==> config.mk <==
export PLATFORM = sky130hd
export DESIGN_NAME = trce_ctrl
export DESIGN_NICKNAME = d
export VERILOG_FILES = /design/src/hw/rtl/trce_pkg.sv /design/src/hw/rtl/trce_ctrl.sv
export SDC_FILE = /design/constraint.sdc
export NUM_CORES = 1
export LEC_CHECK = 0
export ABC_AREA = 1
export BUFFER_PORTS_ARGS = -buffer_cell sky130_fd_sc_hd__buf_2
export CAP_MARGIN = 30
export CORE_MARGIN = 2
export CORE_UTILIZATION = 63
export DETAILED_ROUTE_END_ITERATION = 12
export GPL_ROUTABILITY_DRIVEN = 0
export PLACE_DENSITY = 0.86
export SETUP_SLACK_MARGIN = 0.15
export SLEW_MARGIN = 20
export SYNTH_ARGS = -nofsm -noshare
export SYNTH_HDL_FRONTEND = slang
export SYNTH_SLANG_ARGS = --single-unit
==> constraint.sdc <==
create_clock -name clock -period 5.2 [get_ports clock]
set_input_delay 0.52 -clock clock [delete_from_list [all_inputs] [get_ports clock]]
set_output_delay 0.52 -clock clock [all_outputs]
set_load 0.05 [all_outputs]
==> src/hw/rtl/trce_pkg.sv <==
// Shared types, limits and helpers for the table row/column editor.
// Depends on nothing; trce_ctrl, the top level and the checker import it.
`default_nettype none

package trce_pkg;

   localparam int MAX_ROWS  = 64;
   localparam int MAX_COLS  = 64;
   localparam int CELL_BITS = 32;

   // usable limits, capped so a count fits its 7-bit field
   localparam int ROW_LIM = (MAX_ROWS < 127) ? MAX_ROWS : 127;
   localparam int COL_LIM = (MAX_COLS < 127) ? MAX_COLS : 127;

   localparam int CMD_W  = 4;
   localparam int CNT_W  = 7;
   localparam int WORD_W = 32;
   localparam int STAT_W = 2;

   localparam int ROW_IW = $clog2(ROW_LIM);
   localparam int COL_IW = $clog2(COL_LIM);
   localparam int CELLS  = ROW_LIM * COL_LIM;
   localparam int ADDR_W = $clog2(CELLS);

   localparam logic [CNT_W-1:0] ROW_LIM_C = CNT_W'(ROW_LIM);
   localparam logic [CNT_W-1:0] COL_LIM_C = CNT_W'(COL_LIM);

   typedef enum logic [CMD_W-1:0] {
      CMD_SET_SIZE  = 4'd0,
      CMD_WRITE     = 4'd1,
      CMD_READ      = 4'd2,
      CMD_SWAP_ROWS = 4'd3,
      CMD_SWAP_COLS = 4'd4,
      CMD_DEL_ROW   = 4'd5,
      CMD_DEL_COL   = 4'd6,
      CMD_INS_ROW   = 4'd7,
      CMD_INS_COL   = 4'd8
   } cmd_type;

   typedef enum logic [STAT_W-1:0] {
      STATUS_OK    = 2'd0,
      STATUS_RANGE = 2'd1,
      STATUS_FULL  = 2'd2
   } status_type;

   typedef struct packed {
      logic                 we;
      logic [ADDR_W-1:0]    waddr;
      logic [CELL_BITS-1:0] wdata;
      logic [ADDR_W-1:0]    raddr;
   } ram_req_type;

   // row-major cell address; indices are always below their limits here
   function automatic logic [ADDR_W-1:0] cell_addr(input logic [CNT_W-1:0] row,
                                                    input logic [CNT_W-1:0] col);
      return ADDR_W'(ADDR_W'(row[ROW_IW-1:0]) * ADDR_W'(COL_LIM)
                     + ADDR_W'(col[COL_IW-1:0]));
   endfunction

   // sign-extend (or trim) a stored cell to the result word
   function automatic logic [WORD_W-1:0] cell_to_word(input logic [CELL_BITS-1:0] raw);
      return WORD_W'($signed(raw));
   endfunction

endpackage

`default_nettype wire

==> src/hw/rtl/trce_ctrl.sv <==
// Command sequencer: decode, bounds checks, counts, and the read-modify-write
// walks over the cell RAM. Depends on trce_pkg.
`default_nettype none

module trce_ctrl import trce_pkg::*; (
   input  wire logic                     clock,
   input  wire logic                     reset,
   input  wire logic                     req_valid,
   output      logic                     req_ready,
   input  wire logic [CMD_W-1:0]         req_cmd,
   input  wire logic [CNT_W-1:0]         req_first,
   input  wire logic [CNT_W-1:0]         req_second,
   input  wire logic signed [WORD_W-1:0] req_value,
   output      logic                     rsp_valid,
   input  wire logic                     rsp_ready,
   output      logic signed [WORD_W-1:0] rsp_read_value,
   output      logic [STAT_W-1:0]        rsp_status,
   output      logic [CNT_W-1:0]         rsp_rows_now,
   output      logic [CNT_W-1:0]         rsp_cols_now,
   output      ram_req_type              ram_req,
   input  wire logic [CELL_BITS-1:0]     ram_rdata
);

   typedef enum logic [3:0] {
      ST_IDLE,
      ST_DECODE,
      ST_READ,
      ST_MOVE,
      ST_SWAP_RA,
      ST_SWAP_RB,
      ST_SWAP_WA,
      ST_SWAP_WB,
      ST_FINISH
   } state_type;

   state_type            state_ff, state_in;
   cmd_type              cmd_ff, cmd_in;
   logic [CNT_W-1:0]     first_ff, first_in;
   logic [CNT_W-1:0]     second_ff, second_in;
   logic [WORD_W-1:0]    value_ff, value_in;
   logic [CNT_W-1:0]     rows_ff, rows_in;
   logic [CNT_W-1:0]     cols_ff, cols_in;
   logic [CNT_W-1:0]     rows_next_ff, rows_next_in;
   logic [CNT_W-1:0]     cols_next_ff, cols_next_in;
   status_type           status_ff, status_in;
   logic [WORD_W-1:0]    rd_ff, rd_in;
   logic [CNT_W-1:0]     line_ff, line_in;
   logic [CNT_W-1:0]     pos_ff, pos_in;
   logic [CELL_BITS-1:0] tmp_ff, tmp_in;
   logic                 pend_ff, pend_in;
   logic [ADDR_W-1:0]    pend_addr_ff, pend_addr_in;
   logic                 pend_zero_ff, pend_zero_in;
   logic                 rsp_valid_ff, rsp_valid_in;
   logic [WORD_W-1:0]    rsp_value_ff, rsp_value_in;
   status_type           rsp_status_ff, rsp_status_in;
   logic [CNT_W-1:0]     rsp_rows_ff, rsp_rows_in;
   logic [CNT_W-1:0]     rsp_cols_ff, rsp_cols_in;

   status_type           dec_status;
   logic [CNT_W-1:0]     line_start, pos_start;
   logic                 pos_last, line_last, walk_empty;
   logic                 line_down, pos_down, step_zero;
   logic [CNT_W-1:0]     src_row, src_col;
   logic [ADDR_W-1:0]    dst_addr, src_addr, swap_a, swap_b;

   // bounds checks against the counts held before the command
   always_comb begin
      case (cmd_ff)
         CMD_SET_SIZE:
            dec_status = (first_ff > ROW_LIM_C || second_ff > COL_LIM_C) ?
                         STATUS_RANGE : STATUS_OK;
         CMD_WRITE, CMD_READ:
            dec_status = (first_ff >= rows_ff || second_ff >= cols_ff) ?
                         STATUS_RANGE : STATUS_OK;
         CMD_SWAP_ROWS:
            dec_status = (first_ff >= rows_ff || second_ff >= rows_ff) ?
                         STATUS_RANGE : STATUS_OK;
         CMD_SWAP_COLS:
            dec_status = (first_ff >= cols_ff || second_ff >= cols_ff) ?
                         STATUS_RANGE : STATUS_OK;
         CMD_DEL_ROW: dec_status = (first_ff >= rows_ff) ? STATUS_RANGE : STATUS_OK;
         CMD_DEL_COL: dec_status = (first_ff >= cols_ff) ? STATUS_RANGE : STATUS_OK;
         CMD_INS_ROW:
            dec_status = (first_ff > rows_ff)    ? STATUS_RANGE :
                         (rows_ff >= ROW_LIM_C)  ? STATUS_FULL  : STATUS_OK;
         CMD_INS_COL:
            dec_status = (first_ff > cols_ff)    ? STATUS_RANGE :
                         (cols_ff >= COL_LIM_C)  ? STATUS_FULL  : STATUS_OK;
         default: dec_status = STATUS_RANGE;
      endcase
   end

   // walk shape: line is the outer counter, pos the inner one; dst is (line, pos)
   always_comb begin
      line_start = '0;
      pos_start  = '0;
      pos_last   = 1'b1;
      line_last  = 1'b1;
      walk_empty = 1'b1;
      line_down  = 1'b0;
      pos_down   = 1'b0;
      step_zero  = 1'b0;
      src_row    = line_ff;
      src_col    = pos_ff;
      swap_a     = cell_addr(first_ff, pos_ff);
      swap_b     = cell_addr(second_ff, pos_ff);
      case (cmd_ff)
         CMD_DEL_ROW: begin
            line_start = first_ff;
            pos_last   = (pos_ff == cols_ff - CNT_W'(1));
            line_last  = ((CNT_W+1)'(line_ff) + (CNT_W+1)'(2)) >= (CNT_W+1)'(rows_ff);
            walk_empty = ((CNT_W+1)'(first_ff) + (CNT_W+1)'(1)) >= (CNT_W+1)'(rows_ff)
                         || cols_ff == '0;
            src_row    = line_ff + CNT_W'(1);
         end
         CMD_INS_ROW: begin
            line_start = rows_ff;
            line_down  = 1'b1;
            pos_last   = (pos_ff == cols_ff - CNT_W'(1));
            line_last  = (line_ff == first_ff);
            walk_empty = (cols_ff == '0);
            step_zero  = (line_ff == first_ff);
            src_row    = line_ff - CNT_W'(1);
         end
         CMD_DEL_COL: begin
            pos_start  = first_ff;
            pos_last   = ((CNT_W+1)'(pos_ff) + (CNT_W+1)'(2)) >= (CNT_W+1)'(cols_ff);
            line_last  = (line_ff == rows_ff - CNT_W'(1));
            walk_empty = (rows_ff == '0)
                         || ((CNT_W+1)'(first_ff) + (CNT_W+1)'(1)) >= (CNT_W+1)'(cols_ff);
            src_col    = pos_ff + CNT_W'(1);
         end
         CMD_INS_COL: begin
            pos_start  = cols_ff;
            pos_down   = 1'b1;
            pos_last   = (pos_ff == first_ff);
            line_last  = (line_ff == rows_ff - CNT_W'(1));
            walk_empty = (rows_ff == '0);
            step_zero  = (pos_ff == first_ff);
            src_col    = pos_ff - CNT_W'(1);
         end
         CMD_SWAP_ROWS: begin
            pos_last   = (pos_ff == cols_ff - CNT_W'(1));
            walk_empty = (cols_ff == '0);
         end
         CMD_SWAP_COLS: begin
            pos_last   = (pos_ff == rows_ff - CNT_W'(1));
            walk_empty = (rows_ff == '0);
            swap_a     = cell_addr(pos_ff, first_ff);
            swap_b     = cell_addr(pos_ff, second_ff);
         end
         default: begin
            walk_empty = 1'b1;
         end
      endcase
   end

   assign dst_addr = cell_addr(line_ff, pos_ff);
   assign src_addr = cell_addr(src_row, src_col);

   always_comb begin
      state_in      = state_ff;
      cmd_in        = cmd_ff;
      first_in      = first_ff;
      second_in     = second_ff;
      value_in      = value_ff;
      rows_in       = rows_ff;
      cols_in       = cols_ff;
      rows_next_in  = rows_next_ff;
      cols_next_in  = cols_next_ff;
      status_in     = status_ff;
      rd_in         = rd_ff;
      line_in       = line_ff;
      pos_in        = pos_ff;
      tmp_in        = tmp_ff;
      pend_in       = 1'b0;
      pend_addr_in  = pend_addr_ff;
      pend_zero_in  = pend_zero_ff;
      rsp_valid_in  = rsp_valid_ff & ~rsp_ready;
      rsp_value_in  = rsp_value_ff;
      rsp_status_in = rsp_status_ff;
      rsp_rows_in   = rsp_rows_ff;
      rsp_cols_in   = rsp_cols_ff;

      // the write port retires the move issued in the previous cycle
      ram_req.we    = pend_ff;
      ram_req.waddr = pend_addr_ff;
      ram_req.wdata = pend_zero_ff ? '0 : ram_rdata;
      ram_req.raddr = dst_addr;

      case (state_ff)
         ST_IDLE: begin
            if (req_valid) begin
               cmd_in    = cmd_type'(req_cmd);
               first_in  = req_first;
               second_in = req_second;
               value_in  = req_value;
               state_in  = ST_DECODE;
            end
         end
         ST_DECODE: begin
            status_in    = dec_status;
            rd_in        = '0;
            rows_next_in = rows_ff;
            cols_next_in = cols_ff;
            line_in      = line_start;
            pos_in       = pos_start;
            state_in     = ST_FINISH;
            if (dec_status == STATUS_OK) begin
               case (cmd_ff)
                  CMD_SET_SIZE: begin
                     rows_next_in = first_ff;
                     cols_next_in = second_ff;
                  end
                  CMD_WRITE: begin
                     ram_req.we    = 1'b1;
                     ram_req.waddr = cell_addr(first_ff, second_ff);
                     ram_req.wdata = CELL_BITS'(value_ff);
                  end
                  CMD_READ: begin
                     ram_req.raddr = cell_addr(first_ff, second_ff);
                     state_in      = ST_READ;
                  end
                  CMD_SWAP_ROWS, CMD_SWAP_COLS: begin
                     if (!walk_empty) begin
                        state_in = ST_SWAP_RA;
                     end
                  end
                  CMD_DEL_ROW, CMD_INS_ROW, CMD_DEL_COL, CMD_INS_COL: begin
                     if (cmd_ff == CMD_DEL_ROW) rows_next_in = rows_ff - CNT_W'(1);
                     if (cmd_ff == CMD_INS_ROW) rows_next_in = rows_ff + CNT_W'(1);
                     if (cmd_ff == CMD_DEL_COL) cols_next_in = cols_ff - CNT_W'(1);
                     if (cmd_ff == CMD_INS_COL) cols_next_in = cols_ff + CNT_W'(1);
                     if (!walk_empty) begin
                        state_in = ST_MOVE;
                     end
                  end
                  default: begin
                     state_in = ST_FINISH;
                  end
               endcase
            end
         end
         ST_READ: begin
            rd_in    = cell_to_word(ram_rdata);
            state_in = ST_FINISH;
         end
         ST_MOVE: begin
            // a zero step needs no source; read the target instead
            ram_req.raddr = step_zero ? dst_addr : src_addr;
            pend_in       = 1'b1;
            pend_addr_in  = dst_addr;
            pend_zero_in  = step_zero;
            if (pos_last) begin
               pos_in  = pos_start;
               line_in = line_down ? line_ff - CNT_W'(1) : line_ff + CNT_W'(1);
               if (line_last) begin
                  state_in = ST_FINISH;
               end
            end else begin
               pos_in = pos_down ? pos_ff - CNT_W'(1) : pos_ff + CNT_W'(1);
            end
         end
         ST_SWAP_RA: begin
            ram_req.raddr = swap_a;
            state_in      = ST_SWAP_RB;
         end
         ST_SWAP_RB: begin
            ram_req.raddr = swap_b;
            tmp_in        = ram_rdata;
            state_in      = ST_SWAP_WA;
         end
         ST_SWAP_WA: begin
            ram_req.we    = 1'b1;
            ram_req.waddr = swap_a;
            ram_req.wdata = ram_rdata;
            state_in      = ST_SWAP_WB;
         end
         ST_SWAP_WB: begin
            ram_req.we    = 1'b1;
            ram_req.waddr = swap_b;
            ram_req.wdata = tmp_ff;
            if (pos_last) begin
               state_in = ST_FINISH;
            end else begin
               pos_in   = pos_ff + CNT_W'(1);
               state_in = ST_SWAP_RA;
            end
         end
         ST_FINISH: begin
            if (!rsp_valid_ff || rsp_ready) begin
               rsp_valid_in  = 1'b1;
               rsp_value_in  = rd_ff;
               rsp_status_in = status_ff;
               rsp_rows_in   = rows_next_ff;
               rsp_cols_in   = cols_next_ff;
               rows_in       = rows_next_ff;
               cols_in       = cols_next_ff;
               state_in      = ST_IDLE;
            end
         end
         default: begin
            state_in = ST_IDLE;
         end
      endcase
   end

   always_ff @(posedge clock) begin
      if (reset) begin
         state_ff     <= ST_IDLE;
         rows_ff      <= '0;
         cols_ff      <= '0;
         pend_ff      <= 1'b0;
         rsp_valid_ff <= 1'b0;
      end else begin
         state_ff     <= state_in;
         rows_ff      <= rows_in;
         cols_ff      <= cols_in;
         pend_ff      <= pend_in;
         rsp_valid_ff <= rsp_valid_in;
      end
      cmd_ff        <= cmd_in;
      first_ff      <= first_in;
      second_ff     <= second_in;
      value_ff      <= value_in;
      rows_next_ff  <= rows_next_in;
      cols_next_ff  <= cols_next_in;
      status_ff     <= status_in;
      rd_ff         <= rd_in;
      line_ff       <= line_in;
      pos_ff        <= pos_in;
      tmp_ff        <= tmp_in;
      pend_addr_ff  <= pend_addr_in;
      pend_zero_ff  <= pend_zero_in;
      rsp_value_ff  <= rsp_value_in;
      rsp_status_ff <= rsp_status_in;
      rsp_rows_ff   <= rsp_rows_in;
      rsp_cols_ff   <= rsp_cols_in;
   end

   assign req_ready      = (state_ff == ST_IDLE);
   assign rsp_valid      = rsp_valid_ff;
   assign rsp_read_value = rsp_value_ff;
   assign rsp_status     = rsp_status_ff;
   assign rsp_rows_now   = rsp_rows_ff;
   assign rsp_cols_now   = rsp_cols_ff;

endmodule

`default_nettype wire

After elaboration in Yosys (flattened, before gate mapping) --
Index checks and enable logic that the tools add are counted.
Operators by class: add/subtract/negate cells 18, magnitude comparators 14, eq/ne operators 26, multiplexer cells 59, bitwise operators 2, reduce and logical (&&, ||, !) cells 28
Operators by type and width (count):
- one-hot mux 45 bit (3 select lines) | 1
- adder 12 x 6 -> 12 bit | 7
- 2-to-1 mux 7 bit | 11
- one-hot mux 7 bit (2 select lines) | 5
- one-hot mux 32 bit (2 select lines) | 1
- 2-to-1 mux 57 bit | 1
- 2-to-1 mux 12 bit | 4
- one-hot mux 12 bit (4 select lines) | 1
- 2-to-1 mux 45 bit | 1
- one-hot mux 4 bit (9 select lines) | 1
- equality test 7 bit | 5
- equality test 4 x 3 -> 1 bit, second input constant | 8
- >= comparator 8 x 7 -> 1 bit | 4
- 2-to-1 mux 32 bit | 1
- 2-to-1 mux 4 bit | 8
- adder 7 x 1 -> 7 bit, second input constant | 4
- >= comparator 7 bit | 4
- subtractor 7 x 1 -> 7 bit, second input constant | 4
- one-hot mux 6 bit (2 select lines) | 2
- one-hot mux 7 bit (3 select lines) | 1
- adder 7 x 2 -> 8 bit, second input constant | 2
- equality test 4 x 2 -> 1 bit, second input constant | 4
- one-hot mux 2 bit (8 select lines) | 1
- >= comparator 7 bit, second input constant | 2
- other kinds (26) | 64
Word-level totals: register bits 225

Depth between registers and ports, before layout --
depth in word-level cells 8, depth in mapped cells 21, gate-level depth less buffers 20

Worst setup path after synthesis --
No wires, ideal clock.
path type reg-to-output, from reg state_ff[3], to out ram_req[6] in the netlist's numbering, arrival time 3.382 ns, data required time 4.680 ns, slack 1.298 ns, cell stages (with the launch flop) 12, path buffers 0, cells stage by stage dfxtp_1 inv_1 nand2_1 inv_1 nand2_1 nor2_1 inv_1 o22ai_1 a21oi_1 o21ai_0 nor2_1 a21oi_1
RTL lines:
- start, declared | line trce_ctrl.sv:36 | state_type state_ff, state_in;
- start signal, assigned | line trce_ctrl.sv:316 | state_ff <= state_in;
- end, declared | line trce_ctrl.sv:20 | output ram_req_type ram_req,

==> impl_metrics.sql <==
INSERT INTO impl_metrics (metric_group, metric, value, unit) VALUES
('finish', 'fillCellCount', '1639', ''),
('synthesis', 'synth_area_per_cell', '7.94', 'um^2'),
('grt', 'vias_in_the_first_global_route', '13300', ''),
('place', 'portBuffers', '192', ''),
('synthesis', 'synth_async_sr_flop_share', '0', '%'),
('finish', 'area_occupied_by_multi_input_gates', '6520', 'um^2'),
('finish', 'final_common_cell', 'nand2_1', ''),
('timing', 'timing.slew.headroom', '36.9', '%'),
('clock_tree', 'cts_tree', 'done', ''),
('grt', 'grt_util_met3', '7.65', '%'),
('clock_tree', 'htree_num_levels', '1', ''),
('clock_tree', 'clock-sinks', '225', ''),
('grt', 'grt_max_degree', '56', ''),
('finish', 'mostFrequentLayoutCells', 'nand2_1 (397), nor2_1 (231), edfxtp_1 (205)', ''),
('grt', 'groute.layer.met2.usage', '58.9', '%'),
('synthesis', 'synth.yosys.warnings', '0', ''),
('timing', 'setup_repair_after_global_routing_missed_its_margin', 'false', ''),
('floorplan', 'die-area', '23800', 'um^2'),
('flow_run', 'drv.max_cap_violation_count', '0', ''),
('floorplan', 'floorplan.initialDensity', '63.5', '%'),
('grt', 'highest_utilization_routing_layer_at_the_global_route_stage', 'met2', ''),
('setup_path', 'timing.critical_path.required', '4680', 'ps'),
('pwr', 'leakagePower', '7.16', 'nW'),
('pwr', 'vdd_ir_drop_max', '0.375', 'mV'),
('clock_tree', 'clock_path_buffers', '3', ''),
('timing', 'drv_slew', '0', ''),
('route', 'wire_per_inst', '19.8', 'um'),
('finish', 'area_growth_syn_to_layout', '14.4', '%'),
('timing', 'min_period_over_period', '89.3', '%'),
('place', 'detailed_place_hpwl', '30500', 'um'),
('synthesis', 'synth.yosys.seq_area_share', '46.0', '%'),
('place', 'dp_worst_setup_slack', '1060', 'ps'),
('route', 'detail_routed_via_count_per_cell', '6.27', ''),
('route', 'detail_route.wirelength', '44700', 'um'),
('clock_tree', 'clk_pin_slew', '60', 'ps'),
('synthesis', 'synthesis.instances', '1795', ''),
('setup_path', 'type_of_the_worst_setup_path', 'flip-flop to output pin', ''),
('clock_tree', 'insertion_delay', '540', 'ps'),
('setup_path', 'cp_slowest_cell', 'dfxtp_1', ''),
('timing', 'tightestPinTransition', '947', 'ps'),
('route', 'final_antenna_net_count', '0', ''),
('finish', 'num_antenna_cells', '0', ''),
('floorplan', 'fp.coreArea', '22400', 'um^2'),
('setup_path', 'critPathTopFamily', 'simple AND/OR/NAND/NOR gates', ''),
('setup_path', 'slowest_delay', '450', 'ps'),
('floorplan', 'num_io_pins', '193', ''),
('outcome', 'outcome', 'finished, final reports clean', ''),
('timing', 'final-setup-viol-count', '0', ''),
('timing', 'setup-tns-final', '0', 'ps'),
('timing', 'finalHoldViolations', '0', ''),
('grt', 'overflow', '0', ''),
('clock_tree', 'ctsRootBufferMaster', 'clkbuf_16', ''),
('setup_path', 'crit_path_cell_trace', 'clkinv_1, ha_1, nand2_1, nand2_1, a21oi_1, nand3_1, o21ai_0, nand3_2, nor2_4, nand2_2, inv_2, nand2_1, nand3_1, nand4_1, buf_2', ''),
('finish', 'drive_above_1_share', '14.2', '%'),
('timing', 'setup_ws', '557', 'ps'),
('route', 'total_iterations_of_the_first_detailed_routing_run', '8', ''),
('synthesis', 'yosys.cell_types.count', '47', ''),
('synthesis', 'synth_enable_flop_cells', '205', ''),
('timing', 'maximum_frequency_from_static_timing_analysis', '0.215', 'GHz'),
('synthesis', 'dominantRegCellSynth', 'edfxtp_1', ''),
('finish', 'num-nets-final', '2115', ''),
('floorplan', 'die_x', '154', 'um'),
('grt', 'antenna_found_initial', '1', ''),
('setup_path', 'data_arrival_critical_path', '4120', 'ps'),
('route', 'drt-initial-drc-count', '2159', ''),
('timing', 'finalWorstPathRequiredPeriod', '4640', 'ps'),
('synthesis', 'synth_net_count', '1953', ''),
('setup_path', 'setup.worst_path.end_class', 'output pin', ''),
('clock_tree', 'cts_inserted_buffers', '24', ''),
('setup_path', 'cp_common_cell', 'nand2_1', ''),
('finish', 'seq_area', '6560', 'um^2');
-- final cells by class --
class / instances / share of cell area, %
flip-flops and latches: 225 / 40.2
well taps: 285 / 2.19
inverters: 221 / 5.09
clock buffers: 34 / 4.16
repair buffers: 220 / 7.46
multi-input cells: 1265 / 40.0
clock inverters: 10 / 0.867
-- kinds of logic after synthesis --
group / Yosys count / share of synthesized area (%)
flip-flops: 225 / 46.0
buffers and inverters: 305 / 8.48
adder cells (fa/ha/maj): 72 / 6.32
AO/OA/AOI/OAI: 328 / 13.1
XOR/XNOR: 25 / 1.54
AND/OR/NAND/NOR: 840 / 24.5
-- repair_timing --
| item | in CTS | in global routing |
|---|---|---|
| buffers inserted | 0 | 0 |
| endpoints found under the setup margin | 0 | 7 |
| resized for setup | 0 | 1 |
| hold buffers | 0 | 0 |
-- final timing paths --
check | startpoint | to | slack, ps | cells past startpoint
setup / recovery | rows_ff[4] | ram_req[1] | 560 | 15
hold / removal | req_second[6] | second_ff[6] | 160 | 1
setup reg to reg | pos_ff[2] | pos_ff[1] | 1530 | 12
hold reg to reg | rd_ff[8] | rsp_read_value[8] | 420 | 0
-- cell usage after synthesis, types with 3 or more instances --
master / count / share of area [%]
clkbuf_1: 57 / 1.5
a21o_1: 7 / 0.37
nand3b_1: 5 / 0.26
buf_2: 16 / 0.56
xnor2_1: 5 / 0.31
a211oi_1: 14 / 0.74
clkinv_1: 10 / 0.26
xor2_1: 20 / 1.2
nand2_2: 4 / 0.18
inv_1: 205 / 5.4
buf_4: 3 / 0.16
nor2_1: 237 / 6.2
a21oi_1: 59 / 2.1
o21ai_1: 30 / 1.1
a32oi_1: 3 / 0.18
inv_2: 6 / 0.16
o22ai_1: 49 / 2.2
o21ai_0: 126 / 4.4
ha_1: 72 / 6.3
o2111ai_1: 7 / 0.43
o211ai_1: 12 / 0.63
nor2_2: 4 / 0.18
a22oi_1: 5 / 0.26
a31oi_1: 8 / 0.35
nand2_1: 397 / 10
nand4_1: 28 / 1.2
buf_6: 4 / 0.32
dfxtp_1: 20 / 2.8
nor3_1: 9 / 0.32
nand3_1: 146 / 5.1
edfxtp_1: 205 / 43
-- power breakdown --
group	switching, mW	internal (mW)
clock network	0.713	1.06
registers	0.283	2.40
logic	2.28	0.871
-- flip-flops by register name, indices dropped and copies added (netlist names), 12 cells and up --
register,cells
pend_addr_ff,12
rd_ff,32
rsp_read_value,32
tmp_ff,32
value_ff,32
-- metal layers --
metal	routed length [um]	share of wire, %
met1	16000	36
met2	20100	45
met4	2520	5.6
met3	6080	14
met5	0	0
-- worst reg2reg max path, delay by kind of cell, from the launching register on --
kind / cells / cell delay, ps
adder cells (fa/ha/maj): 2 / 560
AO/OA/AOI/OAI: 4 / 1130
AND/OR/NAND/NOR: 4 / 690
XOR/XNOR: 1 / 170
flip-flops: 1 / 670
buffers and inverters: 1 / 60
-- metrics by stage --
stage          util, %  instances  power, mW  hold WS, ps  cell area, um^2
2_1_floorplan        -       1795       4.86          400            14200
5_1_grt           72.7       2260       7.99          146            16300
4_1_cts           72.6       2260       7.53          150            16300
6_report          72.7       2260       7.61          159            16300
3_3_place_gp      68.8       2214       5.62          400            15400
3_5_place_dp      69.0       2216       5.75          405            15500
Note: power is estimated with default switching activity, not from simulation.
